`src/hdl/dtsc_pkg.sv`:
```
// ----------------------------------------------------------------------------
// dtsc_pkg
// Shared types and constants of the debounced light and fan switch controller.
// ----------------------------------------------------------------------------
package dtsc_pkg;

  localparam int TIME_W = 32;
  localparam int DEB_W  = 16;
  localparam int WIN_W  = 20;
  localparam int CFG_IDX_W  = 2;
  localparam int CFG_DATA_W = 20;

  // Opcodes of an input beat.
  localparam logic OP_POLL   = 1'b0;
  localparam logic OP_REMOTE = 1'b1;

  // Configuration register indexes.
  localparam logic [CFG_IDX_W-1:0] REG_DEBOUNCE_MIN = 2'd0;
  localparam logic [CFG_IDX_W-1:0] REG_LOCKOUT      = 2'd1;
  localparam logic [CFG_IDX_W-1:0] REG_PRIO_WINDOW  = 2'd2;

  // Register reset values.
  localparam logic [DEB_W-1:0] DEBOUNCE_MIN_RST = 16'd10;
  localparam logic [WIN_W-1:0] LOCKOUT_RST      = 20'd2000;
  localparam logic [WIN_W-1:0] PRIO_WINDOW_RST  = 20'd10000;

  // A lockout deadline that has not been set yet.
  localparam logic [TIME_W-1:0] LOCKOUT_END_RST = 32'hFFFF_FFFF;

  typedef struct packed {
    logic [DEB_W-1:0] min_hold_ms;
    logic [WIN_W-1:0] lock_time_ms;
    logic [WIN_W-1:0] priority_window_ms;
  } cfg_t;

endpackage

```
`src/hdl/dtsc_debounce.sv`:
```
// ----------------------------------------------------------------------------
// dtsc_debounce
// Debounce and lockout tracker for one push button.
// ----------------------------------------------------------------------------
module dtsc_debounce (
  input  logic                      clk,
  input  logic                      rst,
  input  logic                      upd,
  input  logic                      down,
  input  logic [dtsc_pkg::TIME_W-1:0] now,
  input  dtsc_pkg::cfg_t            cfg,
  output logic                      press
);
  import dtsc_pkg::*;

  logic              prev_released;
  logic              armed;
  logic [TIME_W-1:0] down_time;
  logic [TIME_W-1:0] lockout_end;

  logic [TIME_W-1:0] lock_diff;
  logic [TIME_W-1:0] held;
  logic              arm;
  logic              release_seen;

  assign lock_diff = now - lockout_end;
  assign held      = now - down_time;

  // The lockout has run out when the wrapped distance past its end is below
  // half the time range.
  assign arm          = down && prev_released && !armed && !lock_diff[TIME_W-1];
  assign release_seen = armed && !down;
  assign press        = release_seen && !prev_released &&
                        (held >= {{(TIME_W-DEB_W){1'b0}}, cfg.min_hold_ms});

  always_ff @(posedge clk) begin
    if (rst) begin
      prev_released <= 1'b1;
      armed         <= 1'b0;
      down_time     <= '0;
      lockout_end   <= LOCKOUT_END_RST;
    end else if (upd) begin
      prev_released <= !down;
      if (arm) begin
        armed     <= 1'b1;
        down_time <= now;
      end else if (release_seen) begin
        armed <= 1'b0;
      end
      if (press) begin
        lockout_end <= now + {{(TIME_W-WIN_W){1'b0}}, cfg.lock_time_ms};
      end
    end
  end

  assert property (@(posedge clk) disable iff (rst)
    upd && press |=> !armed && lockout_end == $past(now + {12'd0, cfg.lock_time_ms}))
    else $error("counted press did not start the lockout");

  assert property (@(posedge clk) disable iff (rst)
    upd && arm |=> armed && down_time == $past(now) && !prev_released)
    else $error("arming did not record the press time");

  assert property (@(posedge clk) disable iff (rst)
    !upd |=> $stable(armed) && $stable(lockout_end) && $stable(prev_released))
    else $error("debounce state changed without a poll");

endmodule

```
`src/hdl/debounced_toggle_switch_controller_unit.sv`:
```
// ----------------------------------------------------------------------------
// debounced_toggle_switch_controller_unit
// Light and fan controller with two debounced push buttons and remote control.
// ----------------------------------------------------------------------------
// Usage:
//   The input channel (in_valid/in_ready) carries one beat per button poll or
//   remote light command; the output channel (out_valid/out_ready) returns one
//   result beat per input beat, in order.
//   A beat is captured in an input register, evaluated by the two debounce
//   trackers and the light/fan logic, and lands in the result register.
//   Throughput is one beat per cycle while out_ready stays high, set by the
//   single evaluation stage between the input and result registers.
//   When the receiver stalls, the result register holds and the input
//   register can still take one more beat; after that in_ready drops.
//   The cfg_wr_en/cfg_index/cfg_data port writes a register while cfg_wr_en is high;
//   indexes beyond the register list are ignored. Write it only while idle.
//   Reset (rst, synchronous) empties both registers, restores the register
//   defaults and returns the light, fan and debounce state to idle.
// ----------------------------------------------------------------------------
module debounced_toggle_switch_controller_unit (
  input  logic                             clk,
  input  logic                             rst,
  input  logic                             cfg_wr_en,
  input  logic [dtsc_pkg::CFG_IDX_W-1:0]   cfg_index,
  input  logic [dtsc_pkg::CFG_DATA_W-1:0]  cfg_data,
  input  logic                             in_valid,
  output logic                             in_ready,
  input  logic                             opcode,
  input  logic [dtsc_pkg::TIME_W-1:0]      now_ms,
  input  logic                             light_button_down,
  input  logic                             fan_button_down,
  input  logic                             lux_active,
  input  logic                             drive_fan_pin,
  input  logic                             remote_lamp_on,
  output logic                             out_valid,
  input  logic                             out_ready,
  output logic                             lamp_on,
  output logic                             fan_on,
  output logic                             fan_drive,
  output logic                             light_press_seen,
  output logic                             fan_press_seen
);
  import dtsc_pkg::*;

  cfg_t cfg;

  // Input register.
  logic              s1_valid;
  logic              s1_opcode;
  logic [TIME_W-1:0] s1_now_ms;
  logic              s1_light_down;
  logic              s1_fan_down;
  logic              s1_lux;
  logic              s1_drive;
  logic              s1_remote_on;

  // Controller state.
  logic              light_state;
  logic              fan_state;
  logic              fan_drive_state;
  logic [TIME_W-1:0] remote_off_time;
  logic              remote_off_valid;

  logic              advance;
  logic              poll;
  logic              lp;
  logic              fp;
  logic              lp_raw;
  logic              fp_raw;
  logic [TIME_W-1:0] since_off;
  logic              in_window;
  logic              light_state_next;
  logic              fan_state_next;
  logic              fan_drive_state_next;

  assign advance  = s1_valid && (!out_valid || out_ready);
  assign in_ready = !s1_valid || advance;
  assign poll     = (s1_opcode == OP_POLL);

  always_ff @(posedge clk) begin
    if (rst) begin
      cfg.min_hold_ms        <= DEBOUNCE_MIN_RST;
      cfg.lock_time_ms       <= LOCKOUT_RST;
      cfg.priority_window_ms <= PRIO_WINDOW_RST;
    end else if (cfg_wr_en) begin
      case (cfg_index)
        REG_DEBOUNCE_MIN: cfg.min_hold_ms        <= cfg_data[DEB_W-1:0];
        REG_LOCKOUT:      cfg.lock_time_ms       <= cfg_data[WIN_W-1:0];
        REG_PRIO_WINDOW:  cfg.priority_window_ms <= cfg_data[WIN_W-1:0];
        default: ;
      endcase
    end
  end

  always_ff @(posedge clk) begin
    if (rst) begin
      s1_valid <= 1'b0;
    end else if (in_ready) begin
      s1_valid <= in_valid;
    end
  end

  always_ff @(posedge clk) begin
    if (in_valid && in_ready) begin
      s1_opcode     <= opcode;
      s1_now_ms     <= now_ms;
      s1_light_down <= light_button_down;
      s1_fan_down   <= fan_button_down;
      s1_lux        <= lux_active;
      s1_drive      <= drive_fan_pin;
      s1_remote_on  <= remote_lamp_on;
    end
  end

  dtsc_debounce u_light_deb (
    .clk   (clk),
    .rst   (rst),
    .upd   (advance && poll),
    .down  (s1_light_down),
    .now   (s1_now_ms),
    .cfg   (cfg),
    .press (lp_raw)
  );

  dtsc_debounce u_fan_deb (
    .clk   (clk),
    .rst   (rst),
    .upd   (advance && poll),
    .down  (s1_fan_down),
    .now   (s1_now_ms),
    .cfg   (cfg),
    .press (fp_raw)
  );

  assign lp = poll && lp_raw;
  assign fp = poll && fp_raw;

  assign since_off = s1_now_ms - remote_off_time;
  assign in_window = remote_off_valid &&
                     (since_off <= {{(TIME_W-WIN_W){1'b0}}, cfg.priority_window_ms});

  always_comb begin
    light_state_next     = light_state;
    fan_state_next       = fan_state;
    fan_drive_state_next = fan_drive_state;
    if (poll) begin
      if (fp) begin
        fan_state_next = !fan_state;
        if (s1_drive) begin
          fan_drive_state_next = !fan_state;
        end
      end
      if (lp) begin
        // A recent remote off-command turns a light press into a plain off.
        if (in_window) begin
          light_state_next = 1'b0;
        end else if (!light_state) begin
          light_state_next = !s1_lux;
        end else begin
          light_state_next = 1'b0;
        end
      end
    end else begin
      light_state_next = s1_remote_on;
    end
  end

  always_ff @(posedge clk) begin
    if (rst) begin
      light_state      <= 1'b0;
      fan_state        <= 1'b0;
      fan_drive_state  <= 1'b0;
      remote_off_time  <= '0;
      remote_off_valid <= 1'b0;
    end else if (advance) begin
      light_state     <= light_state_next;
      fan_state       <= fan_state_next;
      fan_drive_state <= fan_drive_state_next;
      if (s1_opcode == OP_REMOTE && !s1_remote_on) begin
        remote_off_time  <= s1_now_ms;
        remote_off_valid <= 1'b1;
      end
    end
  end

  // Result register.
  always_ff @(posedge clk) begin
    if (rst) begin
      out_valid <= 1'b0;
    end else if (advance) begin
      out_valid <= 1'b1;
    end else if (out_ready) begin
      out_valid <= 1'b0;
    end
  end

  always_ff @(posedge clk) begin
    if (advance) begin
      lamp_on          <= light_state_next;
      fan_on           <= fan_state_next;
      fan_drive        <= fan_drive_state_next;
      light_press_seen <= lp;
      fan_press_seen   <= fp;
    end
  end

  assert property (@(posedge clk) disable iff (rst)
    advance |=> lamp_on == light_state && fan_on == fan_state &&
                fan_drive == fan_drive_state)
    else $error("result beat disagrees with controller state");

  assert property (@(posedge clk) disable iff (rst)
    advance && s1_opcode == OP_REMOTE |=> !light_press_seen && !fan_press_seen)
    else $error("press reported on a remote command beat");

  assert property (@(posedge clk) disable iff (rst)
    advance && s1_opcode == OP_REMOTE && !s1_remote_on |=>
      remote_off_valid && !light_state && remote_off_time == $past(s1_now_ms))
    else $error("remote off-command did not open the priority window");

  assert property (@(posedge clk) disable iff (rst)
    advance && !s1_drive |=> fan_drive_state == $past(fan_drive_state))
    else $error("fan drive changed without drive enable");

endmodule

```
`config.mk`:
```
export PLATFORM = sky130hd
export DESIGN_NAME = debounced_toggle_switch_controller_unit
export DESIGN_NICKNAME = d
export VERILOG_FILES = /design/src/hdl/dtsc_pkg.sv /design/src/hdl/dtsc_debounce.sv /design/src/hdl/debounced_toggle_switch_controller_unit.sv
export SDC_FILE = /design/constraint.sdc
export NUM_CORES = 1
export LEC_CHECK = 0
export ABC_CLOCK_PERIOD_IN_PS = 6700
export BUFFER_PORTS_ARGS = -buffer_cell sky130_fd_sc_hd__buf_2
export CAP_MARGIN = 5
export CELL_PAD_IN_SITES_DETAIL_PLACEMENT = 0
export CELL_PAD_IN_SITES_GLOBAL_PLACEMENT = 2
export CORE_MARGIN = 10
export CORE_UTILIZATION = 39
export DETAILED_ROUTE_END_ITERATION = 8
export GPL_ROUTABILITY_DRIVEN = 1
export PLACE_DENSITY = 0.86
export SYNTH_ARGS = -nofsm -noshare
export SYNTH_HDL_FRONTEND = slang
export SYNTH_SLANG_ARGS = --single-unit
export TNS_END_PERCENT = 1
```
`constraint.sdc`:
```
create_clock -name clk -period 6.7 [get_ports clk]
set_input_delay 0 -clock clk [delete_from_list [all_inputs] [get_ports clk]]
set_output_delay 0 -clock clk [all_outputs]
set_load 0.02 [all_outputs]
```
Word-level counts from Yosys, hierarchy flattened --
Cells that the tools add are included.
Cells by class: muxes and demuxes 15, eq/ne operators 2, add/subtract/negate cells 6, bitwise gates (word level) 1, order comparisons 3, reduce and logical (&&, ||, !) cells 48
Operators with widths (count):
- $sub 32x32->32 | 5
- $ge 32x16->1 | 2
- $add 32x20->32 | 1
- $le 32x20->1 | 1
- $reduce_and 2->1 | 10
- $logic_and 1x1->1 | 19
- $mux 1 | 15
- $logic_not 1->1 | 13
- $reduce_bool 2->1 | 3
- $eq 2x1->1 const B | 1
- $eq 2x2->1 const B | 1
- $logic_not 2->1 | 1
- $logic_or 1x1->1 | 2
- $not 1->1 | 1
Word-level totals: bits in registers 269, logic and storage cells 105, output and inout bits 7, bits of input ports 65

Depth between registers and ports, before layout --
Gate-level depths: netlist of run 1.
depth in word-level cells 7, depth in mapped cells 27, depth with buffers taken out 25

Hierarchy --
From an unflattened synthesis of run 1, not the netlist that was laid out.
Second synthesis, totals: cell total of the unflattened synthesis 2590, area, all modules 20881.3 sq um
By module, submodules not included:
- debounced_toggle_switch_controller_unit | sequential area each 3173.0 sq um, times used 1, cells an instance 828, area an instance 7166.9 sq um
- dtsc_debounce at u_light_deb | sequential area each 1321.3 sq um, times used 1, cells an instance 913, area an instance 7068.0 sq um
- dtsc_debounce at u_fan_deb | sequential area each 1321.3 sq um, times used 1, cells an instance 849, area an instance 6646.4 sq um

Worst setup path before layout of run 1 --
No wires, ideal clock.
path kind register to register, from register s1_now_ms[6], to register u_fan_deb.lockout_end[11], path slack 1805 ps, cell stages (with the launch flop) 20, required time 6578 ps, setup time 122 ps, arrival 4773 ps, clock period less this slack 4895 ps, buffers on the path 1, cells stage by stage edfxtp_1 -> ha_1 -> a2111o_1 -> o211a_1 -> o41a_1 -> a21oi_1 -> xnor2_1 -> ha_1 -> a21oi_1 -> o21ai_0 -> or3_1 -> nor3_1 -> or3_1 -> o2111ai_1 -> a211o_1 -> a2111oi_4 -> nand4_4 -> and2_4 -> buf_6 -> a311o_1
On the way: longest elaborated chain between the ends 4, elaborated cells between the ends (all ways) 5, classes of those cells add/sub (2); order compare (1); reduce/logical (2)
Ends and longest elaborated chain:
- start: declaration | RTL line debounced_toggle_switch_controller_unit.sv:50 | logic [TIME_W-1:0] s1_now_ms;
- start signal: assignment | RTL line debounced_toggle_switch_controller_unit.sv:106 | s1_now_ms <= now_ms;
- $sub 32x32->32 | RTL line dtsc_debounce.sv:27 | assign held = now - down_time;
- $ge 32x16->1 | RTL line dtsc_debounce.sv:34 | (held >= {{(TIME_W-DEB_W){1'b0}}, cfg.min_hold_ms});
- $logic_and 1x1->1 | RTL line dtsc_debounce.sv:33 | assign press = release_seen && !prev_released &&
- $reduce_and 2->1 (no source line)
- end signal: assignment | RTL line dtsc_debounce.sv:51 | lockout_end <= now + {{(TIME_W-WIN_W){1'b0}}, cfg.lock_time_ms};
- end: declaration | RTL line dtsc_debounce.sv:19 | logic [TIME_W-1:0] lockout_end;
Parallel ways exist; a longest one is shown, timed or not. A chain may end at the register's enable or synchronous reset.

Worst setup path in the final report of run 1 --
from register s1_now_ms[0], to register lamp_on (data pin)
On the way: longest elaborated chain between the ends 6, elaborated cells between the ends (all ways) 10, classes of those cells add/sub (2); order compare (2); mux (3); reduce/logical (3)
Ends and longest elaborated chain:
- $sub 32x32->32, on equally long branches | RTL line debounced_toggle_switch_controller_unit.sv:138, dtsc_debounce.sv:27
- $le 32x20->1 or $ge 32x16->1 (tied branches) | RTL line debounced_toggle_switch_controller_unit.sv:140, dtsc_debounce.sv:34
- $logic_and 1x1->1, on equally long branches | RTL line debounced_toggle_switch_controller_unit.sv:139, dtsc_debounce.sv:33
- $mux 1 or $logic_and 1x1->1 (tied branches) | RTL line debounced_toggle_switch_controller_unit.sv:155, debounced_toggle_switch_controller_unit.sv:135
- $mux 1 * | RTL line debounced_toggle_switch_controller_unit.sv:153 | if (lp) begin
- $mux 1 * | RTL line debounced_toggle_switch_controller_unit.sv:146 | if (poll) begin
- via light_state_next | RTL line debounced_toggle_switch_controller_unit.sv:72 | logic light_state_next;
- end signal: assignment | RTL line debounced_toggle_switch_controller_unit.sv:199 | lamp_on <= light_state_next;
- end: declaration | RTL line debounced_toggle_switch_controller_unit.sv:37 | output logic lamp_on,
Mark *: on every way through the listed nets, which the timed path passes. The rest lies on a longest branch.

==> flow_metrics.env, run 1 <==
export IMPL_vias_per_cell=5.47
export IMPL_cp_end_kind="register"
export IMPL_p_clk_share_pct=44.8
export IMPL_maxSlewHeadroom_pct=22.6
export IMPL_clock_skew_ps=19.6
export IMPL_use_met3_pct=2.38
export IMPL_cts_inserted_buffers=36
export IMPL_hp_start="cfg_wr_en"
export IMPL_grt_usage_pct=21.0
export IMPL_synth_top_family_by_area="compound AO/OA/AOI/OAI gates"
export IMPL_final_setup_viol_count=0
export IMPL_p_sw_mw=1.41
export IMPL_fp_dieH_um=242
export IMPL_setup_tns_ps=0
export IMPL_syn_area_per_cell_sq_um=8.08
export IMPL_antenna_found_initial=2
export IMPL_grt_use_met2_pct=37.8
export IMPL_hold_viol=0
export IMPL_wl_um=63900
export IMPL_gp_congestion=0.886
export IMPL_io_pins=72
export IMPL_core_area_sq_um=48700
export IMPL_synth_nets=2664
export IMPL_synthSimpleGateAreaFrac_pct=18.0
export IMPL_min_period_over_period_pct=88.6
export IMPL_clk_path_buf_depth=3
export IMPL_grt_overflow=0
export IMPL_synth_top_flop_cell="dfxtp_1"
export IMPL_remaining_drc_errors=0
export IMPL_antenna_left=0
export IMPL_power_density_nw_per_um2=213
export IMPL_max_vdd_ir_drop_mv=0.206
export IMPL_postCtsSetupBuffers=0
export IMPL_start_kind="register"
export IMPL_syn2layout_area_growth_pct=16.3
export IMPL_postSynthCellCount=2370
export IMPL_initial_core_util_pct=39.3
export IMPL_synth_xor_xnor_area_share_pct=4.02
export IMPL_ctsHtreeMaxLevel=2
export IMPL_power_frac_comb_pct=18.9
export IMPL_fillCellCount=4757
export IMPL_min_path_type="input port to register"
export IMPL_synth_compound_area_share_pct=21.4
export IMPL_ys_warn_count=0
export IMPL_leakage_nw=9.64
export IMPL_ys_types=79
export IMPL_worstPathArrival_ps=6260
export IMPL_yosysTopAreaCellShare_pct=23.6
export IMPL_critPathMaxFanout=7
export IMPL_cap_violations=0
export IMPL_synth_top_cell_by_area="dfxtp_1"
export IMPL_clk_latency_ps=560
export IMPL_use_met1_pct=25.1
export IMPL_seqPwrFrac_pct=36.3
export IMPL_synth_edf_count=43
export IMPL_hpwl_um=47600
export IMPL_drive_above_1_share_pct=8.44
export IMPL_crit_type="register to register"
export IMPL_r2r_start="s1_now_ms[0]$_DFFE_PP_"
export IMPL_diodes=0
export IMPL_vias=17400
export IMPL_synth_area_leaders="dfxtp_1 (24%), ha_1 (15%), edfxtp_1 (6.7%)"
export IMPL_worstMarginPinSlew_ps=1160
export IMPL_grt_setup_unrepaired="false"
export IMPL_grt_pass1_vias=16800
export IMPL_root_buffer="clkbuf_16"
export IMPL_worstHoldPathCells=4
export IMPL_r2r_cells=21
export IMPL_finalNonFillerCells=3176
export IMPL_synth_common_cells="nand2_1 (299), a21oi_1 (230), dfxtp_1 (226)"
export IMPL_portBuffers=71
export IMPL_grt_max_degree=94
export IMPL_wire_per_inst_um=20.1
export IMPL_holdPathEnd="cfg[45]$_SDFFE_PP0P_"
export IMPL_nets=2778
export IMPL_seq_area_frac_synth_pct=30.4
export IMPL_clk_pin_slew_worst_paths_ps=60
export IMPL_switching_share_pct=29.6
export IMPL_min_period_ps=5930
export IMPL_cts_tree="yes"
export IMPL_grt_busiest_layer="met2"
export IMPL_rows=81
export IMPL_slew_violations=0
export IMPL_dieWidth_um=242
export IMPL_drt_initial_drc_count=924
export IMPL_fmax_mhz=169
export IMPL_r2r_slack_ps=770
export IMPL_r2r_end="lamp_on$_DFFE_PP_"
export IMPL_synth_seq_cells=269
export IMPL_muxShareOfSynthArea_pct=4.82
export IMPL_async_flop_share_pct=0
export IMPL_synth_most_common_cell="nand2_1"
export IMPL_critPathRequiredTime_ps=7020
export IMPL_power_internal_mw=3.35
export IMPL_syn_area_sq_um=19200
export IMPL_first_pass_iters=5
export IMPL_grt_pass1_wl_um=97400
export IMPL_status="completed"
export IMPL_synth_fa_ha_area_share_pct=15.1
export IMPL_cts_sinks=269
export IMPL_dieArea_sq_um=58400
export IMPL_postLayoutCoreUtil_pct=45.7
export IMPL_dp_cells=3040
registers in the layout (all words and copies together) (netlist names), 32 cells and up:
name                     count
cfg                         56
remote_off_time             32
s1_now_ms                   32
u_fan_deb.down_time         32
u_fan_deb.lockout_end       32
u_light_deb.down_time       32
u_light_deb.lockout_end     32
placed cells by master (no fill, tap or decap), drive strengths merged, types with 19 or more instances in the layout:
cell type    count
nand2b          27
nand4           60
a31oi           21
nand3           36
o211ai          22
nor2           182
nor3            28
inv            215
a21oi          231
o21ai           95
dlygate4sd3     70
and3            19
edfxtp          43
ha             225
dfxtp          226
o21a            33
xor2            33
clkbuf          41
xnor2           55
nand2          299
buf            109
nor2b           26
mux2i           90
a21o            64
o31ai           24
a211oi          30
through the flow:
step	hold WS, ps	cell area [sq um]	total power [mW]	setup slack, ps
floorplan	98.9	19200	2.34	1800
global placement	176	20300	2.61	922
detailed placement	178	20300	2.62	817
CTS	0.880	22300	4.80	816
global route	47.3	22300	4.96	431
finish	24.1	22300	4.75	765
worst max-delay path, cell delays in order (launching register included):
cell       delay [ps]
edfxtp_1          490
inv_1             180
ha_1              200
fa_1              220
nor2b_1            70
o31a_1            280
o311ai_0          530
nand3_1           350
xor2_1            230
ha_1              320
nand4_1           140
nor3_1             90
a21boi_0          120
or4b_2            630
a21oi_1           220
nand4_1           140
a2111oi_0         640
nand4_1           180
nor4_1            230
buf_4             190
nor3_1             50
o21a_1            180
layout make-up:
type / instances / area [sq um] / share of cell area, %
clock inverter: 25 / 345 / 1.55
tap: 664 / 831 / 3.73
sequential: 269 / 5820 / 26.1
inverter: 214 / 803 / 3.61
multi-input combinational: 1784 / 12200 / 54.6
timing repair buffer: 179 / 1350 / 6.05
clock buffer: 41 / 961 / 4.31
cells by family (layout without fill, tap and decap cells):
| logic type | after synthesis | after routing |
|---|---|---|
| compound gates | 632 | 632 |
| xor+xnor | 88 | 88 |
| fa+ha+maj | 229 | 229 |
| buf+inv | 317 | 459 |
| flops | 269 | 269 |
| mux | 92 | 92 |
| simple gates | 743 | 743 |
what timing repair did:
| action | in CTS | in global routing |
|---|---|---|
| hold endpoints to repair | 122 | 0 |
| gates resized for setup | 0 | 0 |
| hold buffers | 70 | 0 |
power groups by stage:
stage,Clock (mW),Sequential (mW),Combinational (mW)
5_1_grt,2.23,1.73,0.996
3_3_place_gp,0,1.76,0.854
3_5_place_dp,0,1.76,0.862
4_1_cts,2.17,1.73,0.899
6_report,2.13,1.73,0.900
2_1_floorplan,0,1.75,0.591
worst max path at each step:
stage | start | endpoint | slack [ps] | depth (start not counted)
after floorplan | s1_now_ms[6]$_DFFE_PP_ | u_fan_deb.lockout_end[11]$_SDFFE_PP1P_ | 1800 | 19
after global placement | s1_now_ms[2]$_DFFE_PP_ | lamp_on$_DFFE_PP_ | 920 | 21
after detailed placement | s1_now_ms[2]$_DFFE_PP_ | lamp_on$_DFFE_PP_ | 820 | 21
after CTS | s1_now_ms[0]$_DFFE_PP_ | lamp_on$_DFFE_PP_ | 820 | 21
after global routing | s1_now_ms[2]$_DFFE_PP_ | lamp_on$_DFFE_PP_ | 430 | 21
final | s1_now_ms[0]$_DFFE_PP_ | lamp_on$_DFFE_PP_ | 770 | 21
metal layers:
metal	vias to the layer above	share of wire [%]	routed length [um]
met3	87	3.7	2380
met1	8305	43	27400
met2	342	50	32100
li1	8651	-	-
met5	-	0	0
met4	0	3.2	2050
(Power assumes the default switching activity.)
==> inputs of run 2 (changes only) <==
--- a/config.mk
+++ b/config.mk
@@ -12,8 +12,10 @@
 export CELL_PAD_IN_SITES_GLOBAL_PLACEMENT = 2
 export CORE_MARGIN = 10
 export CORE_UTILIZATION = 39
+export CTS_BUF_LIST = sky130_fd_sc_hd__clkbuf_16
 export DETAILED_ROUTE_END_ITERATION = 8
 export GPL_ROUTABILITY_DRIVEN = 1
+export MAX_ROUTING_LAYER = met4
 export PLACE_DENSITY = 0.86
 export SYNTH_ARGS = -nofsm -noshare
 export SYNTH_HDL_FRONTEND = slang
==> constraint.sdc (replaced) <==
create_clock -name clk -period 6.7 [get_ports clk]
set_input_delay 1.005 -clock clk [delete_from_list [all_inputs] [get_ports clk]]
set_output_delay 1.005 -clock clk [all_outputs]
set_load 0.02 [all_outputs]
==> run 2 against run 1 <==
  * Clock power shrank 10%
  * Clock skew fell by 2.4 ps
  * Global-route usage up 0.55 points
  * Non-clock buffer count shrank 74
  * Count of clock-buffer cells in the layout is 2 lower
  * Combinational power is 3.9% lower
  * First-iteration DRC count rose by 1.7%
  * Worst setup slack worse by 100 ps
  * Flip-flop and latch count did not move
  * Die area stayed put
==> flow_metrics.env, run 2 (same netlist as run 1, synthesis figures left out) <==
export IMPL_crit_type="register to register"
export IMPL_clk_path_buf_depth=3
export IMPL_initial_core_util_pct=39.3
export IMPL_postCtsSetupBuffers=0
export IMPL_ctsResizeCount=0
export IMPL_fp_dieH_um=242
export IMPL_holdWs_ps=453
export IMPL_status="completed"
export IMPL_drt_initial_drc_count=940
export IMPL_crit_end="lamp_on$_DFFE_PP_"
export IMPL_cts_inserted_buffers=36
export IMPL_critPathMaxFanout=7
export IMPL_grt_pass1_wl_um=97600
export IMPL_largest_reg_flops=56
export IMPL_cts_sinks=269
export IMPL_clk_pin_slew_worst_paths_ps=60
export IMPL_grt_setup_unrepaired="false"
export IMPL_diodes=0
export IMPL_clock_skew_ps=17.2
export IMPL_slew_violations=0
export IMPL_nets=2704
export IMPL_grt_overflow=0
export IMPL_cap_violations=0
export IMPL_start_kind="register"
export IMPL_first_pass_iters=5
export IMPL_vias_per_cell=5.54
export IMPL_antenna_found_initial=2
export IMPL_max_vdd_ir_drop_mv=0.130
export IMPL_portBuffers=71
export IMPL_cts_tree="yes"
export IMPL_r2r_cells=21
export IMPL_dieArea_sq_um=58400
export IMPL_leakage_nw=9.31
export IMPL_worstPathArrival_ps=6360
export IMPL_clk_latency_ps=560
export IMPL_min_period_ps=6040
export IMPL_vias=17200
export IMPL_hold_viol=0
export IMPL_top_register="cfg"
export IMPL_setup_tns_ps=0
export IMPL_grt_max_degree=93
export IMPL_wire_per_inst_um=20.3
export IMPL_min_period_over_period_pct=90.1
export IMPL_seqCellArea_sq_um=5820
export IMPL_io_pins=72
export IMPL_antenna_left=0
export IMPL_power_density_nw_per_um2=210
export IMPL_crit_start="s1_now_ms[0]$_DFFE_PP_"
export IMPL_maxSlewHeadroom_pct=27.6
export IMPL_min_path_type="register to register"
export IMPL_r2r_start="s1_now_ms[0]$_DFFE_PP_"
export IMPL_fmax_mhz=166
export IMPL_hpwl_um=47700
export IMPL_r2r_slack_ps=660
export IMPL_grt_pass1_vias=16600
export IMPL_syn2layout_area_growth_pct=11.7
export IMPL_wl_um=63000
export IMPL_fillCellCount=4902
export IMPL_final_common_cell="nand2_1"
export IMPL_core_area_sq_um=48700
export IMPL_layout_common_cells="nand2_1 (299), a21oi_1 (230), dfxtp_1 (226)"
export IMPL_rows=81
export IMPL_r2r_end="lamp_on$_DFFE_PP_"
export IMPL_remaining_drc_errors=0
export IMPL_grt_usage_pct=21.5
export IMPL_multi_input_area_sq_um=12200
export IMPL_worstMarginPinSlew_ps=1090
export IMPL_final_setup_viol_count=0
export IMPL_critPathRequiredTime_ps=7020
export IMPL_drive_above_1_share_pct=8.37
export IMPL_ctsHtreeMaxLevel=2
export IMPL_gp_congestion=0.915
export IMPL_root_buffer="clkbuf_16"
export IMPL_dieWidth_um=242
export IMPL_cts_hold_buf=0
export IMPL_cp_end_kind="register"
==> run 2: cell count changes in the layout (fill, tap and decap cells not counted), moves of 3 or more <==
cell / before / now
clkinv_2: 4 / 7
dlygate4sd3_1: 70 / 0
bufinv_16: 7 / 2
buf_4: 38 / 34
inv_1: 213 / 219
==> run 2: worst max-delay path, stage by stage (launching register included) <==
cell,delay [ps]
edfxtp_1,480
inv_1,160
ha_1,200
fa_1,210
nor2b_1,60
o31a_1,280
o311ai_0,590
nand3_1,350
xor2_1,230
ha_1,320
a21oi_1,160
nand2_1,70
a21oi_1,140
or4b_2,610
a21oi_1,210
nand4_1,130
a2111oi_0,700
nand4_1,190
nor4_1,280
buf_4,200
nor3_1,50
o21a_1,170
==> run 2: cell type report <==
type,instances,area share (%)
Multi-Input combinational cell,1784,56.9
Tap cell,664,3.88
Clock buffer,39,4.56
Sequential cell,269,27.2
Clock inverter,25,0.865
Inverter,214,3.75
Timing Repair Buffer,105,2.88
==> run 2: power breakdown <==
part / total [mW] / internal, mW / switching (mW)
registers: 1.73 / 1.68 / 0.0483
clock network: 1.91 / 1.13 / 0.777
logic: 0.865 / 0.323 / 0.541
==> run 2: how the worst min path moves through the flow <==
stage,start,end,cells after the start
2_1_floorplan,cfg[11]$_SDFFE_PP0P_,cfg[11]$_SDFFE_PP0P_,2
3_3_place_gp,remote_off_time[22]$_SDFFE_PP0P_,remote_off_time[22]$_SDFFE_PP0P_,2
3_5_place_dp,cfg[7]$_SDFFE_PP0P_,cfg[7]$_SDFFE_PP0P_,2
4_1_cts,cfg[7]$_SDFFE_PP0P_,cfg[7]$_SDFFE_PP0P_,2
5_1_grt,remote_off_time[4]$_SDFFE_PP0P_,remote_off_time[4]$_SDFFE_PP0P_,2
6_report,remote_off_time[23]$_SDFFE_PP0P_,remote_off_time[23]$_SDFFE_PP0P_,2
==> run 2: per-stage QoR <==
| step | worst slack [ps] | power, mW | area, sq um | utilization (%) | std cells |
|---|---|---|---|---|---|
| 4_1_cts | 761 | 4.55 | 21400 | 43.9 | 3100 |
| 3_5_place_dp | 738 | 2.63 | 20200 | 41.5 | 3036 |
| 5_1_grt | 395 | 4.72 | 21400 | 43.9 | 3100 |
| 2_1_floorplan | 1800 | 2.34 | 19200 | - | 2370 |
| 3_3_place_gp | 922 | 2.62 | 20200 | 41.5 | 3036 |
| 6_report | 661 | 4.50 | 21400 | 43.9 | 3100 |
==> run 2: per-layer routing <==
layer / GRT usage (%) / routed length, um
met5: - / 0
met2: 38.2 / 31900
met4: 5.86 / 1560
met3: 2.58 / 2470
met1: 25.2 / 27000
==> inputs of run 3 (changes only) <==
--- a/config.mk
+++ b/config.mk
@@ -5,18 +5,19 @@
 export SDC_FILE = /design/constraint.sdc
 export NUM_CORES = 1
 export LEC_CHECK = 0
-export ABC_CLOCK_PERIOD_IN_PS = 6700
+export ABC_CLOCK_PERIOD_IN_PS = 7700
 export BUFFER_PORTS_ARGS = -buffer_cell sky130_fd_sc_hd__buf_2
 export CAP_MARGIN = 5
 export CELL_PAD_IN_SITES_DETAIL_PLACEMENT = 0
 export CELL_PAD_IN_SITES_GLOBAL_PLACEMENT = 2
 export CORE_MARGIN = 10
-export CORE_UTILIZATION = 39
+export CORE_UTILIZATION = 40
 export CTS_BUF_LIST = sky130_fd_sc_hd__clkbuf_16
 export DETAILED_ROUTE_END_ITERATION = 8
 export GPL_ROUTABILITY_DRIVEN = 1
 export MAX_ROUTING_LAYER = met4
-export PLACE_DENSITY = 0.86
+export PLACE_DENSITY = 0.88
+export REMOVE_ABC_BUFFERS = 1
 export SYNTH_ARGS = -nofsm -noshare
 export SYNTH_HDL_FRONTEND = slang
 export SYNTH_SLANG_ARGS = --single-unit
==> constraint.sdc (replaced) <==
create_clock -name clk -period 7.7 [get_ports clk]
set_input_delay 1.155 -clock clk [delete_from_list [all_inputs] [get_ports clk]]
set_output_delay 1.155 -clock clk [all_outputs]
set_load 0.02 [all_outputs]
==> run 3 against run 2 <==
  * Via count shrank 1.3%
  * Critical path type unchanged
  * Non-clock buffer count fell by 5
  * Fmax fell by 4.9%
==> flow_metrics.env, run 3 (same netlist as run 1, synthesis figures left out) <==
export IMPL_grt_overflow=0
export IMPL_placed_area_sq_um=20100
export IMPL_grt_pass1_vias=16700
export IMPL_power_internal_mw=2.65
export IMPL_grt_setup_unrepaired="false"
export IMPL_status="completed"
export IMPL_ctsResizeCount=0
export IMPL_crit_type="register to register"
export IMPL_io_pins=72
export IMPL_drive_above_1_share_pct=8.02
export IMPL_cts_sinks=269
export IMPL_finalPower_mw=3.85
export IMPL_gp_congestion=0.924
export IMPL_maxSlewHeadroom_pct=24.9
export IMPL_drt_initial_drc_count=1025
export IMPL_power_density_nw_per_um2=181
export IMPL_final_setup_viol_count=0
export IMPL_p_clk_share_pct=41.7
export IMPL_wl_um=59300
export IMPL_clk_path_buf_depth=3
export IMPL_initial_core_util_pct=40.3
export IMPL_fmax_mhz=158
export IMPL_max_vdd_ir_drop_mv=0.160
export IMPL_fp_dieH_um=239
export IMPL_clk_latency_ps=580
export IMPL_min_period_ps=6350
export IMPL_clk_pin_slew_worst_paths_ps=60
export IMPL_switching_share_pct=31.0
export IMPL_core_area_sq_um=47500
export IMPL_top_register="cfg"
export IMPL_fin_ws_ps=1350
export IMPL_diodes=0
export IMPL_grt_max_degree=79
export IMPL_vias_per_cell=5.56
export IMPL_grt_usage_pct=21.2
export IMPL_postLayoutCoreUtil_pct=44.7
export IMPL_clock_skew_ps=24.1
export IMPL_layout_common_cells="nand2_1 (299), a21oi_1 (230), dfxtp_1 (226)"
export IMPL_remaining_drc_errors=0
export IMPL_antenna_left=0
export IMPL_min_path_type="register to register"
export IMPL_final_common_cell="nand2_1"
export IMPL_holdWs_ps=453
export IMPL_start_kind="register"
export IMPL_hold_viol=0
export IMPL_min_period_over_period_pct=82.5
export IMPL_seqPwrFrac_pct=39.0
export IMPL_grt_pass1_wl_um=93400
export IMPL_dieWidth_um=239
export IMPL_fin_area_sq_um=21300
export IMPL_portBuffers=71
export IMPL_slew_violations=0
export IMPL_leakage_nw=9.26
export IMPL_wire_per_inst_um=19.5
export IMPL_ctsHtreeMaxLevel=2
export IMPL_antenna_found_initial=0
export IMPL_rows=80
export IMPL_syn2layout_area_growth_pct=10.9
export IMPL_worstPathArrival_ps=6770
export IMPL_vias=16900
export IMPL_critPathRequiredTime_ps=8120
export IMPL_hpwl_um=44300
export IMPL_finalNonFillerCells=3047
export IMPL_pre_cts_slack_ps=1330
export IMPL_fillCellCount=4774
export IMPL_dp_cells=2982
export IMPL_setup_tns_ps=0
export IMPL_nets=2699
export IMPL_cap_violations=0
export IMPL_worstMarginPinSlew_ps=1120
export IMPL_largest_reg_flops=56
export IMPL_root_buffer="clkbuf_16"
export IMPL_critPathMaxFanout=30
export IMPL_dieArea_sq_um=57100
export IMPL_p_sw_mw=1.19
export IMPL_cts_hold_buf=0
export IMPL_postCtsSetupBuffers=0
export IMPL_cp_end_kind="register"
export IMPL_first_pass_iters=5
export IMPL_power_frac_comb_pct=19.4
export IMPL_cts_inserted_buffers=36
export IMPL_cts_tree="yes"
[run 3: cell types whose count changed in the layout (fill, tap and decap cells not counted), sizes merged]
cell      previous run  this run
clkbuf              39        37
buf                105       100
bufinv               2         1
inv                225       224
clkinv              12        16
clkinvlp             0         1
[run 3: worst paths after layout]
check / start / to / slack [ps] / depth (start not counted)
max reg2reg: s1_now_ms[0]$_DFFE_PP_ / u_light_deb.lockout_end[7]$_SDFFE_PP1P_ / 1350 / 26
min reg2reg: cfg[55]$_SDFFE_PP0P_ / cfg[55]$_SDFFE_PP0P_ / 450 / 2
max: s1_now_ms[0]$_DFFE_PP_ / u_light_deb.lockout_end[7]$_SDFFE_PP1P_ / 1350 / 26
min: cfg[55]$_SDFFE_PP0P_ / cfg[55]$_SDFFE_PP0P_ / 450 / 2
[run 3: layout make-up]
cell class                      instances  area, sq um  area share, %
Multi-Input combinational cell       1784        12200           57.3
Tap cell                              615          769           3.62
Clock buffer                           37          926           4.36
Inverter                              214          803           3.78
Clock inverter                         28          180          0.848
Sequential cell                       269         5820           27.4
Timing Repair Buffer                  100          579           2.73
[run 3: power by group through the flow]
stage / Combinational, mW / Clock (mW) / Sequential [mW]
final: 0.746 / 1.60 / 1.50
after global routing: 0.834 / 1.70 / 1.50
after CTS: 0.744 / 1.65 / 1.50
after detailed placement: 0.739 / 0 / 1.53
after global placement: 0.735 / 0 / 1.53
after floorplan: 0.495 / 0 / 1.52
[run 3: worst max-delay path, cell delays in order, from the launching register on]
cell and delay, ps:
edfxtp_1 470, inv_1 160, ha_1 190, inv_1 50
fa_1 420, a211oi_1 230, o21ai_0 230, a21o_1 250
a21oi_1 210, nor2_1 80, o21ai_0 190, nand2b_1 80
a21oi_1 180, xnor2_1 90, ha_1 180, a211oi_1 200
nor2_1 80, nor4_1 210, nand4_1 120, nor4_1 220
nand4_1 130, nor4_1 490, nand4_1 300, nand3_2 850
buf_4 300, mux2i_1 200, nand2_1 70
[run 3: metal layers]
layer | GRT usage (%) | vias to the layer above | part of all wire (%)
met5 | - | - | 0
met1 | 26.5 | 8027 | 46
met4 | 6.56 | 0 | 2.9
li1 | - | 8500 | -
met2 | 34.9 | 322 | 47
met3 | 3.05 | 95 | 3.8
